File: src/rtl/core/bitmap_shape_fill_engine_top_macros.svh
// Assertion macros for the shape fill engine.
`ifndef BITMAP_SHAPE_FILL_ENGINE_TOP_MACROS_SVH
`define BITMAP_SHAPE_FILL_ENGINE_TOP_MACROS_SVH

`ifndef SYNTHESIS
`define BSFE_ASSERT_IMP(label, clk, rst_n, ante, cons) \
label: assert property (@(posedge clk) disable iff (!rst_n) (ante) |-> (cons)) \
	else $error("bsfe: implication check failed");
`define BSFE_ASSERT_NXT(label, clk, rst_n, ante, cons) \
label: assert property (@(posedge clk) disable iff (!rst_n) (ante) |=> (cons)) \
	else $error("bsfe: next-cycle check failed");
`else
`define BSFE_ASSERT_IMP(label, clk, rst_n, ante, cons)
`define BSFE_ASSERT_NXT(label, clk, rst_n, ante, cons)
`endif

`endif

File: src/rtl/core/bsfe_pkg.sv
package bsfe_pkg;

	localparam int MAX_WIDTH_DEF  = 64;
	localparam int MAX_HEIGHT_DEF = 64;

	localparam int COORD_W   = 6;
	localparam int SIZE_W    = 7;
	localparam int CFG_W     = 7;
	localparam int CFG_IDX_W = 2;

	localparam logic [CFG_W-1:0] CFG_RST = 7'd64;

	localparam logic [CFG_IDX_W-1:0] REG_WIDTH  = 2'd0;
	localparam logic [CFG_IDX_W-1:0] REG_HEIGHT = 2'd1;

	localparam logic [1:0] OP_SQUARE = 2'd0;
	localparam logic [1:0] OP_LINE   = 2'd1;
	localparam logic [1:0] OP_TRI    = 2'd2;
	localparam logic [1:0] OP_READ   = 2'd3;

	localparam logic [1:0] DIR_LU = 2'd0;
	localparam logic [1:0] DIR_LD = 2'd1;
	localparam logic [1:0] DIR_RU = 2'd2;
	localparam logic [1:0] DIR_RD = 2'd3;

	typedef struct packed {
		logic [1:0]         opcode;
		logic [COORD_W-1:0] x_start;
		logic [COORD_W-1:0] y_start;
		logic [COORD_W-1:0] x_end;
		logic [COORD_W-1:0] y_end;
		logic [SIZE_W-1:0]  shape_size;
		logic [1:0]         corner_dir;
	} cmd_t;

	typedef struct packed {
		logic out_of_range;
		logic pixel_value;
	} res_t;

	// row operation from sequencer to canvas
	typedef struct packed {
		logic               rd;
		logic               wr;
		logic               clr;
		logic [COORD_W-1:0] col_lo;
		logic [COORD_W-1:0] col_hi;
		logic [COORD_W-1:0] pix_col;
	} row_op_t;

endpackage

File: src/rtl/core/bsfe_canvas.sv
module bsfe_canvas #(
	parameter int MAX_WIDTH  = bsfe_pkg::MAX_WIDTH_DEF,
	parameter int MAX_HEIGHT = bsfe_pkg::MAX_HEIGHT_DEF,
	localparam int AW = $clog2(MAX_HEIGHT),
	localparam int CAW = $clog2(MAX_WIDTH)
) (
	input  logic              clk,
	input  bsfe_pkg::row_op_t op,
	input  logic [AW-1:0]     rd_addr,
	input  logic [AW-1:0]     wr_addr,
	output logic              pix
);
	import bsfe_pkg::*;

	localparam int CMW = (CAW > COORD_W) ? CAW : COORD_W;

	logic [MAX_WIDTH-1:0] mem_q [MAX_HEIGHT];
	logic [MAX_WIDTH-1:0] rd_q;
	logic [MAX_WIDTH-1:0] mask;
	logic [MAX_WIDTH-1:0] wdata;

	always_comb begin
		for (int i = 0; i < MAX_WIDTH; i++) begin
			mask[i] = (CMW'(i) >= CMW'(op.col_lo)) && (CMW'(i) <= CMW'(op.col_hi));
		end
	end

	// rd_q holds the row read last cycle: the row being written now
	assign wdata = op.clr ? '0 : (rd_q | mask);
	assign pix   = rd_q[CAW'(op.pix_col)];

	always_ff @(posedge clk) begin
		if (op.rd) begin
			rd_q <= mem_q[rd_addr];
		end
		if (op.wr) begin
			mem_q[wr_addr] <= wdata;
		end
	end

endmodule

File: src/rtl/core/bsfe_seq.sv
`include "bitmap_shape_fill_engine_top_macros.svh"

module bsfe_seq #(
	parameter int MAX_WIDTH  = bsfe_pkg::MAX_WIDTH_DEF,
	parameter int MAX_HEIGHT = bsfe_pkg::MAX_HEIGHT_DEF,
	localparam int AW = $clog2(MAX_HEIGHT)
) (
	input  logic                       clk,
	input  logic                       arst_n,
	input  logic                       start,
	output logic                       busy,
	input  bsfe_pkg::cmd_t             cmd,
	input  logic [bsfe_pkg::CFG_W-1:0] cfg_width,
	input  logic [bsfe_pkg::CFG_W-1:0] cfg_height,
	output logic                       done,
	output bsfe_pkg::res_t             result,
	output bsfe_pkg::row_op_t          op,
	output logic [AW-1:0]              rd_addr,
	output logic [AW-1:0]              wr_addr,
	input  logic                       pix
);
	import bsfe_pkg::*;

	localparam int MW_SAT = (MAX_WIDTH > 127) ? 127 : MAX_WIDTH;
	localparam int MH_SAT = (MAX_HEIGHT > 127) ? 127 : MAX_HEIGHT;

	typedef enum logic [2:0] {
		ST_CLEAR,
		ST_IDLE,
		ST_RUN,
		ST_DRAIN,
		ST_RD,
		ST_RDW
	} state_t;

	state_t state_q;

	logic [AW-1:0]      clr_cnt_q;
	logic [1:0]         opc_q;
	logic [COORD_W-1:0] xs_q, ys_q, xe_q, ye_q;
	logic [SIZE_W-1:0]  size_q;
	logic               hdir_q, vdir_q;
	logic [SIZE_W-1:0]  j_q, n_q;
	logic               done_q, oor_q, pixel_q;
	logic               wr_s1;
	logic [AW-1:0]      addr_s1;
	logic [COORD_W-1:0] lo_s1, hi_s1;

	// command check
	logic [CFG_W-1:0] used_w, used_h;
	logic [7:0]       x8, y8, xe8, ye8, s8, w8, uw8, uh8;
	logic             tri_left, tri_down, size_zero;
	logic             sq_err, tri_err, ln_err, rd_err, err;
	logic [COORD_W-1:0] dy_in;

	assign used_w = (cfg_width > CFG_W'(MW_SAT)) ? CFG_W'(MW_SAT) : cfg_width;
	assign used_h = (cfg_height > CFG_W'(MH_SAT)) ? CFG_W'(MH_SAT) : cfg_height;

	assign x8  = {2'b00, cmd.x_start};
	assign y8  = {2'b00, cmd.y_start};
	assign xe8 = {2'b00, cmd.x_end};
	assign ye8 = {2'b00, cmd.y_end};
	assign s8  = {1'b0, cmd.shape_size};
	assign w8  = s8 - 8'd1;
	assign uw8 = {1'b0, used_w};
	assign uh8 = {1'b0, used_h};

	assign size_zero = (cmd.shape_size == '0);
	assign tri_left  = cmd.corner_dir inside {DIR_LU, DIR_LD};
	assign tri_down  = cmd.corner_dir inside {DIR_LD, DIR_RD};

	assign sq_err = size_zero || (x8 + s8 > uw8) || (y8 + s8 > uh8);
	assign tri_err = size_zero || (x8 >= uw8) || (y8 >= uh8)
		|| (tri_left ? (x8 < w8) : (x8 + w8 >= uw8))
		|| (tri_down ? (y8 + w8 >= uh8) : (y8 < w8));
	assign ln_err = (x8 >= uw8) || (xe8 >= uw8) || (y8 >= uh8) || (ye8 >= uh8);
	assign rd_err = (x8 >= uw8) || (y8 >= uh8);

	assign dy_in = (cmd.y_end >= cmd.y_start) ? (cmd.y_end - cmd.y_start)
		: (cmd.y_start - cmd.y_end);

	always_comb begin
		case (cmd.opcode)
			OP_SQUARE: err = sq_err;
			OP_LINE:   err = ln_err;
			OP_TRI:    err = tri_err;
			OP_READ:   err = rd_err;
			default:   err = 1'b1;
		endcase
	end

	// span of the current row
	logic [COORD_W-1:0] j6, dx, dy, m, c, row, lo, hi;
	logic [SIZE_W-1:0]  r, t7;

	assign j6  = j_q[COORD_W-1:0];
	assign dx  = hdir_q ? (xe_q - xs_q) : (xs_q - xe_q);
	assign dy  = vdir_q ? (ye_q - ys_q) : (ys_q - ye_q);
	assign m   = (j6 < dx) ? j6 : dx;
	assign c   = hdir_q ? (xs_q + m) : (xs_q - m);
	assign row = vdir_q ? (ys_q + j6) : (ys_q - j6);
	assign r   = (size_q - 7'd1) - j_q;

	always_comb begin
		lo = xs_q;
		hi = xs_q;
		t7 = '0;
		case (opc_q)
			OP_SQUARE: begin
				t7 = {1'b0, xs_q} + size_q - 7'd1;
				hi = t7[COORD_W-1:0];
			end
			OP_TRI: begin
				if (hdir_q) begin
					t7 = {1'b0, xs_q} + r;
					hi = t7[COORD_W-1:0];
				end else begin
					t7 = {1'b0, xs_q} - r;
					lo = t7[COORD_W-1:0];
				end
			end
			OP_LINE: begin
				if (j6 == dy) begin
					lo = (c < xe_q) ? c : xe_q;
					hi = (c < xe_q) ? xe_q : c;
				end else begin
					lo = c;
					hi = c;
				end
			end
			default: begin
				lo = xs_q;
				hi = xs_q;
			end
		endcase
	end

	always_ff @(posedge clk or negedge arst_n) begin
		if (!arst_n) begin
			state_q   <= ST_CLEAR;
			clr_cnt_q <= '0;
			opc_q     <= OP_SQUARE;
			xs_q      <= '0;
			ys_q      <= '0;
			xe_q      <= '0;
			ye_q      <= '0;
			size_q    <= '0;
			hdir_q    <= 1'b0;
			vdir_q    <= 1'b0;
			j_q       <= '0;
			n_q       <= '0;
			done_q    <= 1'b0;
			oor_q     <= 1'b0;
			pixel_q   <= 1'b0;
			wr_s1     <= 1'b0;
			addr_s1   <= '0;
			lo_s1     <= '0;
			hi_s1     <= '0;
		end else begin
			done_q <= 1'b0;
			wr_s1  <= 1'b0;
			case (state_q)
				ST_CLEAR: begin
					clr_cnt_q <= clr_cnt_q + 1'b1;
					if (clr_cnt_q == AW'(MAX_HEIGHT - 1)) begin
						state_q <= ST_IDLE;
					end
				end
				ST_IDLE: begin
					if (start) begin
						opc_q  <= cmd.opcode;
						xs_q   <= cmd.x_start;
						ys_q   <= cmd.y_start;
						xe_q   <= cmd.x_end;
						ye_q   <= cmd.y_end;
						size_q <= cmd.shape_size;
						j_q    <= '0;
						if (err) begin
							done_q  <= 1'b1;
							oor_q   <= 1'b1;
							pixel_q <= 1'b0;
						end else begin
							case (cmd.opcode)
								OP_SQUARE: begin
									hdir_q  <= 1'b1;
									vdir_q  <= 1'b1;
									n_q     <= cmd.shape_size;
									state_q <= ST_RUN;
								end
								OP_LINE: begin
									hdir_q  <= (cmd.x_end >= cmd.x_start);
									vdir_q  <= (cmd.y_end >= cmd.y_start);
									n_q     <= {1'b0, dy_in} + 7'd1;
									state_q <= ST_RUN;
								end
								OP_TRI: begin
									hdir_q  <= !tri_left;
									vdir_q  <= tri_down;
									n_q     <= cmd.shape_size;
									state_q <= ST_RUN;
								end
								default: begin
									state_q <= ST_RD;
								end
							endcase
						end
					end
				end
				ST_RUN: begin
					wr_s1   <= 1'b1;
					addr_s1 <= AW'(row);
					lo_s1   <= lo;
					hi_s1   <= hi;
					j_q     <= j_q + 7'd1;
					if (j_q + 7'd1 == n_q) begin
						state_q <= ST_DRAIN;
					end
				end
				ST_DRAIN: begin
					done_q  <= 1'b1;
					oor_q   <= 1'b0;
					pixel_q <= 1'b0;
					state_q <= ST_IDLE;
				end
				ST_RD: begin
					state_q <= ST_RDW;
				end
				ST_RDW: begin
					done_q  <= 1'b1;
					oor_q   <= 1'b0;
					pixel_q <= pix;
					state_q <= ST_IDLE;
				end
				default: begin
					state_q <= ST_IDLE;
				end
			endcase
		end
	end

	assign busy                = (state_q != ST_IDLE);
	assign done                = done_q;
	assign result.out_of_range = oor_q;
	assign result.pixel_value  = pixel_q;

	assign op.rd      = state_q inside {ST_RUN, ST_RD};
	assign op.wr      = wr_s1 || (state_q == ST_CLEAR);
	assign op.clr     = (state_q == ST_CLEAR);
	assign op.col_lo  = lo_s1;
	assign op.col_hi  = hi_s1;
	assign op.pix_col = xs_q;

	assign rd_addr = (state_q == ST_RUN) ? AW'(row) : AW'(ys_q);
	assign wr_addr = (state_q == ST_CLEAR) ? clr_cnt_q : addr_s1;

	`BSFE_ASSERT_IMP(a_done_idle, clk, arst_n, done_q, state_q == ST_IDLE)
	`BSFE_ASSERT_IMP(a_wr_run, clk, arst_n, wr_s1, state_q == ST_RUN || state_q == ST_DRAIN)
	`BSFE_ASSERT_IMP(a_pix_ok, clk, arst_n, pixel_q, !oor_q)
	`BSFE_ASSERT_NXT(a_go, clk, arst_n, state_q == ST_IDLE && start && !err, state_q != ST_IDLE)

endmodule

File: src/rtl/core/bitmap_shape_fill_engine_top.sv
// Channel   Transfer when          Payload
// command   start && !busy         cmd    (bsfe_pkg::cmd_t)
// result    done (one cycle)       result (bsfe_pkg::res_t)
// config    cfg_we                 cfg_idx, cfg_data
//
// Shapes do one row read-modify-write per cycle
// through the canvas memory, read of the next row overlapped with the write.
// A pixel read reads the row in ST_RD and samples it in ST_RDW; a rejected command reports on the next cycle.
// After reset a clear pass zeroes every row of the canvas; busy is high.
// The receiver cannot stall: result is valid only in the done cycle.
module bitmap_shape_fill_engine_top #(
	parameter int MAX_WIDTH  = bsfe_pkg::MAX_WIDTH_DEF,
	parameter int MAX_HEIGHT = bsfe_pkg::MAX_HEIGHT_DEF
) (
	input  logic                           clk,
	input  logic                           arst_n,
	input  logic                           start,
	output logic                           busy,
	input  bsfe_pkg::cmd_t                 cmd,
	output logic                           done,
	output bsfe_pkg::res_t                 result,
	input  logic                           cfg_we,
	input  logic [bsfe_pkg::CFG_IDX_W-1:0] cfg_idx,
	input  logic [bsfe_pkg::CFG_W-1:0]     cfg_data
);
	import bsfe_pkg::*;

	localparam int AW = $clog2(MAX_HEIGHT);

	logic [CFG_W-1:0] width_q, height_q;
	row_op_t          op;
	logic [AW-1:0]    rd_addr, wr_addr;
	logic             pix;

	always_ff @(posedge clk or negedge arst_n) begin
		if (!arst_n) begin
			width_q  <= CFG_RST;
			height_q <= CFG_RST;
		end else if (cfg_we) begin
			case (cfg_idx)
				REG_WIDTH:  width_q  <= cfg_data;
				REG_HEIGHT: height_q <= cfg_data;
				default:    ;
			endcase
		end
	end

	bsfe_seq #(
		.MAX_WIDTH  (MAX_WIDTH),
		.MAX_HEIGHT (MAX_HEIGHT)
	) u_seq (
		.clk        (clk),
		.arst_n     (arst_n),
		.start      (start),
		.busy       (busy),
		.cmd        (cmd),
		.cfg_width  (width_q),
		.cfg_height (height_q),
		.done       (done),
		.result     (result),
		.op         (op),
		.rd_addr    (rd_addr),
		.wr_addr    (wr_addr),
		.pix        (pix)
	);

	bsfe_canvas #(
		.MAX_WIDTH  (MAX_WIDTH),
		.MAX_HEIGHT (MAX_HEIGHT)
	) u_canvas (
		.clk     (clk),
		.op      (op),
		.rd_addr (rd_addr),
		.wr_addr (wr_addr),
		.pix     (pix)
	);

endmodule
File: config.mk
export PLATFORM = sky130hd
export DESIGN_NAME = bitmap_shape_fill_engine_top
export DESIGN_NICKNAME = d
export VERILOG_FILES = /design/src/rtl/core/bsfe_pkg.sv /design/src/rtl/core/bsfe_canvas.sv /design/src/rtl/core/bsfe_seq.sv /design/src/rtl/core/bitmap_shape_fill_engine_top.sv
export VERILOG_INCLUDE_DIRS = /design/src /design/src/rtl/core
export SDC_FILE = /design/constraint.sdc
export NUM_CORES = 2
export LEC_CHECK = 0
export BUFFER_PORTS_ARGS = -buffer_cell sky130_fd_sc_hd__buf_2
export CORE_AREA = 2 2 589 591
export DETAILED_ROUTE_END_ITERATION = 16
export DIE_AREA = 0 0 591 593
export PLACE_DENSITY = 0.74
export SKIP_CTS_REPAIR_TIMING = 1
export SYNTH_ARGS = -nofsm -noshare
export SYNTH_HDL_FRONTEND = slang
export SYNTH_SLANG_ARGS = --single-unit
File: constraint.sdc
create_clock -name clk -period 9.9 [get_ports clk]
set_input_delay 0 -clock clk [delete_from_list [all_inputs] [get_ports clk]]
set_output_delay 0 -clock clk [all_outputs]
set_load 0.01 [all_outputs]
# Word-level counts from Yosys, hierarchy flattened
# Memories as Yosys holds them, arrays and structs flattened. A register that Yosys moved wholly into a read port is not among the register bits.
# Cells that the tools add are included.
# W data, S select, Z words.
[totals]
register_bits = 93
ram_bits = 4096
n_memories = 1
output_inout_bits = 4
[memory_table]
columns = ["name", "depth", "word_bits", "read_ports", "rd_clocked_by_memory_dff", "write_ports", "line", "text"]
rows = [
  ["u_canvas.mem_q", 64, 64, 1, 1, 1, "bsfe_canvas.sv:17", "logic [MAX_WIDTH-1:0] mem_q [MAX_HEIGHT];"],
]
[op_classes]
muxes = 47
bitwise = 2
n_reduce_logical = 102
add_sub_neg = 24
n_eq_ne = 22
order_cmp = 145
[ops]
columns = ["op", "count"]
rows = [
  ["$ge A6 B6 Y1 const A", 32],
  ["$le A6 B6 Y1 const A", 32],
  ["$ge A5 B6 Y1 const A", 16],
  ["$le A5 B6 Y1 const A", 16],
  ["$mux W6", 14],
  ["$logic_and A1 B1 Y1", 64],
  ["$mux W64", 1],
  ["$or A64 B64 Y64", 1],
  ["$sub A6 B6 Y6", 10],
  ["$ge A4 B6 Y1 const A", 8],
  ["$le A4 B6 Y1 const A", 8],
  ["$ge A6 B7 Y1", 4],
  ["$pmux W7 S2", 2],
  ["$add A6 B6 Y6", 4],
  ["$ge A3 B6 Y1 const A", 4],
  ["$le A3 B6 Y1 const A", 4],
  ["$mux W7", 3],
  ["$pmux W6 S3", 1],
  ["$add A6 B7 Y8", 2],
  ["$add A6 B8 Y8", 2],
  ["$ge A8 B7 Y1", 2],
  ["$gt A8 B7 Y1", 2],
  ["$lt A6 B8 Y1", 2],
  ["$mux W3", 5],
  ["44 further kinds", 103],
]

# Longest topological paths before layout
[logic_depth]
word_depth = 11
mapped_depth = 36
mapped_depth_nobuf = 34

# Modules after synthesis
# A second synthesis with hierarchy kept.
[hier_totals]
cells_unflattened = 8094
area_unflattened_um2 = 168435.3
[by_module_without_submodules]
columns = ["module", "seq_area_each_um2", "n_inst", "cells_each", "area_per_inst_um2"]
rows = [
  ["bsfe_canvas", 124919.8, 1, 6912, 158081.6],
  ["bsfe_seq", 1976.9, 1, 1152, 9813.2],
  ["bitmap_shape_fill_engine_top", 352.8, 1, 30, 540.5],
]

# Worst setup path after synthesis
# Ideal clock, no wire load.
[synth_timing]
path_kind = "register to register"
startpoint = "register u_seq.xs_q[1]"
endpoint = "register u_seq.hi_s1[1]"
required_time_ps = 9778
path_buffers = 2
path_slack_ps = 2598
arrival_ps = 7180
stages_incl_launch_ff = 32
cell_sequence = "dfrtp_1 buf_2 inv_1 fa_1 and2_1 or3_1 o2111ai_1 ha_1 nand2_1 a221oi_1 a211oi_1 clkbuf_1 mux2_2 ha_1 inv_1 mux2i_1 ha_1 a21oi_1 o21ai_0 o21a_1 nor2_1 xnor2_1 xnor2_1 xnor2_1 ha_1 nand2_1 a21oi_1 a221o_1 nor4_2 mux2_1 a21oi_1 o21ai_1"
[synth_between]
elab_chain_len = 10
[synth_lines]
columns = ["item", "line", "text"]
rows = [
  ["from (decl)", "bsfe_seq.sv:40", "logic [COORD_W-1:0] xs_q, ys_q, xe_q, ye_q;"],
  ["from (signal assigned)", "bsfe_seq.sv:172", "xs_q <= cmd.x_start;"],
  ["$sub A6 B6 Y6", "bsfe_seq.sv:97", "assign dx = hdir_q ? (xe_q - xs_q) : (xs_q - xe_q);"],
  ["$mux W6", "bsfe_seq.sv:97", ""],
  ["$lt A6 B6 Y1", "bsfe_seq.sv:99", "assign m = (j6 < dx) ? j6 : dx;"],
  ["$mux W6", "bsfe_seq.sv:99", ""],
  ["$sub A6 B6 Y6 / $add A6 B6 Y6 (equally long branches)", "bsfe_seq.sv:100", "assign c = hdir_q ? (xs_q + m) : (xs_q - m);"],
  ["$mux W6", "bsfe_seq.sv:100", ""],
  ["$lt A6 B6 Y1", "bsfe_seq.sv:125", "hi = (c < xe_q) ? xe_q : c;"],
  ["$mux W6", "bsfe_seq.sv:125", ""],
  ["$mux W6", "bsfe_seq.sv:123", "if (j6 == dy) begin"],
  ["$pmux W6 S3 *", "bsfe_seq.sv:108", "case (opc_q)"],
  ["to (signal assigned)", "bsfe_seq.sv:213", "hi_s1 <= hi;"],
  ["to (decl)", "bsfe_seq.sv:47", "logic [COORD_W-1:0] lo_s1, hi_s1;"],
]
# Mark *: on every way between the ends. The rest lies on a longest branch, timed or not.
# A chain may end at the register's enable or synchronous reset.

# Worst setup path after layout
[layout_timing]
startpoint = "register u_seq.xs_q[3]"
endpoint = "register u_seq.lo_s1[1]"
[layout_between]
elab_chain_len = 10
[layout_lines]
columns = ["item", "line", "text"]
rows = [
  ["$sub A6 B6 Y6", "bsfe_seq.sv:97", ""],
  ["$mux W6", "bsfe_seq.sv:97", ""],
  ["$lt A6 B6 Y1", "bsfe_seq.sv:99", ""],
  ["$mux W6", "bsfe_seq.sv:99", ""],
  ["$sub A6 B6 Y6 / $add A6 B6 Y6 (equally long branches)", "bsfe_seq.sv:100", ""],
  ["$mux W6 *", "bsfe_seq.sv:100", ""],
  ["$lt A6 B6 Y1", "bsfe_seq.sv:124", "lo = (c < xe_q) ? c : xe_q;"],
  ["$mux W6", "bsfe_seq.sv:124", ""],
  ["$mux W6 *", "bsfe_seq.sv:123", ""],
  ["$pmux W6 S2 *", "bsfe_seq.sv:108", ""],
  ["to (signal assigned)", "bsfe_seq.sv:212", "lo_s1 <= lo;"],
  ["to (decl)", "bsfe_seq.sv:47", ""],
]
# Marked as above.

==> impl_metrics.ini <==
[final_layout]
fin_cells = 14000
fin_util_pct = 55.7
multi_input_area_um2 = 42300
drive_above_1_share_pct = 22.1
regArea_um2 = 127000
fillCellCount = 24800
syn_to_final_growth_pct = 12.0
finalNetCount = 9279

[power]
p_sw_mw = 20.3
power_switching_share_pct = 34.1
combPwrFrac_pct = 34.6
powerDensity_nw_per_um2 = 311
power_frac_seq_pct = 40.2
pwr-share-clk_pct = 25.2
p_leak_nw = 60.8
p_int_mw = 39.3
irDropWorstVdd_uv = 278
power.total_mw = 59.7

[setup_path]
path_max_fanout = 14
crit_top_cell = ha_1
startpoint_type = register
crit_slowest_cell = dfrtp_1
slowest_delay_ns = 0.68
critPathRequiredTime_ns = 10.76
timing_worst_setup_path_type = reg -> reg
cp.arrival_ns = 9.05
cp-end-kind = register

[routing]
wl_um = 488000
drc = 0
drtIter0Drc = 15200
first_pass_iters = 6
viasPerCell = 6.66
final_antenna_net_count = 0
via_count = 92900
routedWlPerCell_um = 34.9

[floorplan]
die-area_um2 = 350000
core_area_um2 = 345000
start_util_pct = 49.8
fp.dieW_um = 591
die_y_um = 593
num_io_pins = 52
row_count = 216

[global_route]
grt_usage_pct = 27.4
grt-ovfl-total = 0
grt_pass1_wl_um = 682000
antenna_found_initial = 8
first_global_vias = 91000
grt_max_degree = 136

[synthesis]
yosysTopAreaCell = edfxtp_1
synth_common_cells = edfxtp_1, mux4_2, nand2_1, a211oi_1, clkbuf_1
syn_inst = 8767
synth_edf_count = 4160
yosys.cell_count.top_type = edfxtp_1
yosys_warnings = 0
synth_area_leaders = edfxtp_1, mux4_2, nand2_1
synth-seq-area-share_pct = 74.2
syn_nets = 9016
syn_area_per_cell_um2 = 19.6
synth.distinct_cells = 77
ys_ff_latch = 4253
synth_ff_type = edfxtp_1
netlist_area_um2 = 172000
async_flop_share_pct = 2.19
synth_top_area_share_pct = 72.8

[placed_design]
pre_cts_ws_ns = 1.71
placed_cells = 13100
gp_congestion = 0.892
io_buffers = 51
dp_hpwl_um = 248000

[status]
status = finished with violations
violations = hold timing, capacitance limit, slew limit

[clock_network]
worstSkewPairLatency_ns = 0.99
clkSlewWorstSetupHoldPaths_ns = 0.07
cts_made_buffers = 403
cts_buffer_depth = 4
clkSinkCount = 4253
cts_tree = yes
clock-root-buffer = clkbuf_16
htree_levels = 5

[timing]
finalSetupViolations = 0
worst-slew-pin-transition_ns = 1.50
fmax_ghz = 0.122
finalHoldViolCount = 3
fin_crit_sh_pct = 82.7
setup_tns_ns = 0
final.setup_skew_ns = 0.0888
maxSlewHeadroom_pct = -0.483
maxSlewViolCount = 20
finalCriticalPeriod_ns = 8.19
hold_ws_ns = -0.0277
rsz0062_at_grt = false
worst_slack_ns = 1.71

[job]
drv_cap = 2

[worst_hold_path]
hold_class = in -> reg
worst max-delay path, delay by kind of cell, from the launching register on:
kind / cells / cell delay, ns
buffers and inverters: 3 / 0.51
and+or+nand+nor: 6 / 1.20
AOI/OAI and AO/OA: 11 / 2.09
xor gates and xnor gates: 4 / 0.82
DFF: 1 / 0.68
muxes: 3 / 1.05
adders and majority gates: 5 / 1.67
power by group through the flow:
stage	sequential, mW	combinational (mW)	clock (mW)
finish	24.0	20.6	15.1
floorplan	24.2	14.1	0
global route	24.0	22.0	15.8
global placement	24.3	19.9	0
CTS	24.0	20.4	15.2
detailed placement	24.3	20.2	0
kinds of logic after synthesis:
| logic type | after synthesis | share of synthesized area, % |
|---|---|---|
| buffers and inverters | 644 | 1.75 |
| muxes | 1095 | 14.0 |
| and+or+nand+nor | 1350 | 3.58 |
| AOI/OAI and AO/OA | 1133 | 4.45 |
| xor gates and xnor gates | 91 | 0.465 |
| adders and majority gates | 201 | 1.54 |
| DFF | 4253 | 74.2 |
cell usage in the layout (no fill, tap or decap), types with 114 or more instances in the layout:
cell / synthesis / final
and2_1: 264 / 264
inv_1: 129 / 129
a21oi_1: 248 / 242
nor2_4: 0 / 123
nand2_1: 689 / 689
a31oi_1: 156 / 156
buf_4: 92 / 185
mux4_2: 1045 / 1045
clkbuf_16: 0 / 408
a211oi_1: 338 / 338
ha_1: 185 / 185
a311oi_1: 130 / 130
edfxtp_1: 4160 / 4160
o21ai_0: 114 / 114
state kept, by name, indices dropped and copies added, names as in the netlist:
register / flops
u_seq.done: 1
u_seq.state_q: 3
u_seq.lo_s1: 6
height_q: 7
u_seq.opc_q: 2
u_seq.hdir_q: 1
u_seq.addr_s1: 6
u_seq.n_q: 7
u_seq.xe_q: 6
u_seq.j_q: 7
width_q: 7
u_seq.ye_q: 6
u_seq.hi_s1: 6
u_canvas.mem_q: 4096
u_seq.ys_q: 6
u_seq.size_q: 6
u_seq.xs_q: 6
u_seq.wr_s1: 1
u_canvas.rd_q: 64
u_seq.clr_cnt_q: 6
u_seq.oor_q: 1
u_seq.pixel_q: 1
u_seq.vdir_q: 1
worst paths after layout:
| path | cells after the start | startpoint | slack (ns) | endpoint |
|---|---|---|---|---|
| worst max-delay path | 32 | u_seq.xs_q[3]$_DFFE_PN0P_ | 1.71 | u_seq.lo_s1[1]$_DFFE_PN0P_ |
| worst min-delay path | 4 | cmd[3] | -0.03 | u_seq.size_q[1]$_DFFE_PN0P_ |
| worst max register to register | 32 | u_seq.xs_q[3]$_DFFE_PN0P_ | 1.71 | u_seq.lo_s1[1]$_DFFE_PN0P_ |
| worst min register to register | 1 | u_seq.oor_q$_DFFE_PN0P_ | 0.50 | u_seq.oor_q$_DFFE_PN0P_ |
| max in group asynchronous | 4 | arst_n | 8.97 | u_seq.addr_s1[0]$_DFFE_PN0P_ |
| min in group asynchronous | 3 | arst_n | 0.15 | width_q[6]$_DFFE_PN1P_ |
per-stage QoR:
step	hold WS, ns	cell area (um2)
2_1_floorplan	-0.296	172000
3_3_place_gp	0.0604	178000
3_5_place_dp	0.0719	178000
4_1_cts	-0.996	191000
5_1_grt	0.00803	192000
6_report	-0.0277	192000
layer usage:
metal,up-vias,track usage (%),routed length (um)
met5,-,0,38
met4,6,12.4,26400
met3,1211,6.44,61200
met2,6906,43.2,228000
met1,48300,36.8,172000
li1,36500,-,-
layout make-up:
type,instances,share of cell area [%]
clock inverter,239,1.10
antenna,8,0.0104
sequential,4253,66.2
multi-input combinational,3870,22.0
clock buffer,507,5.53
tap,4578,2.98
timing repair buffer,370,1.84
inverter,132,0.258
Power figures use the tool's default switching activity.
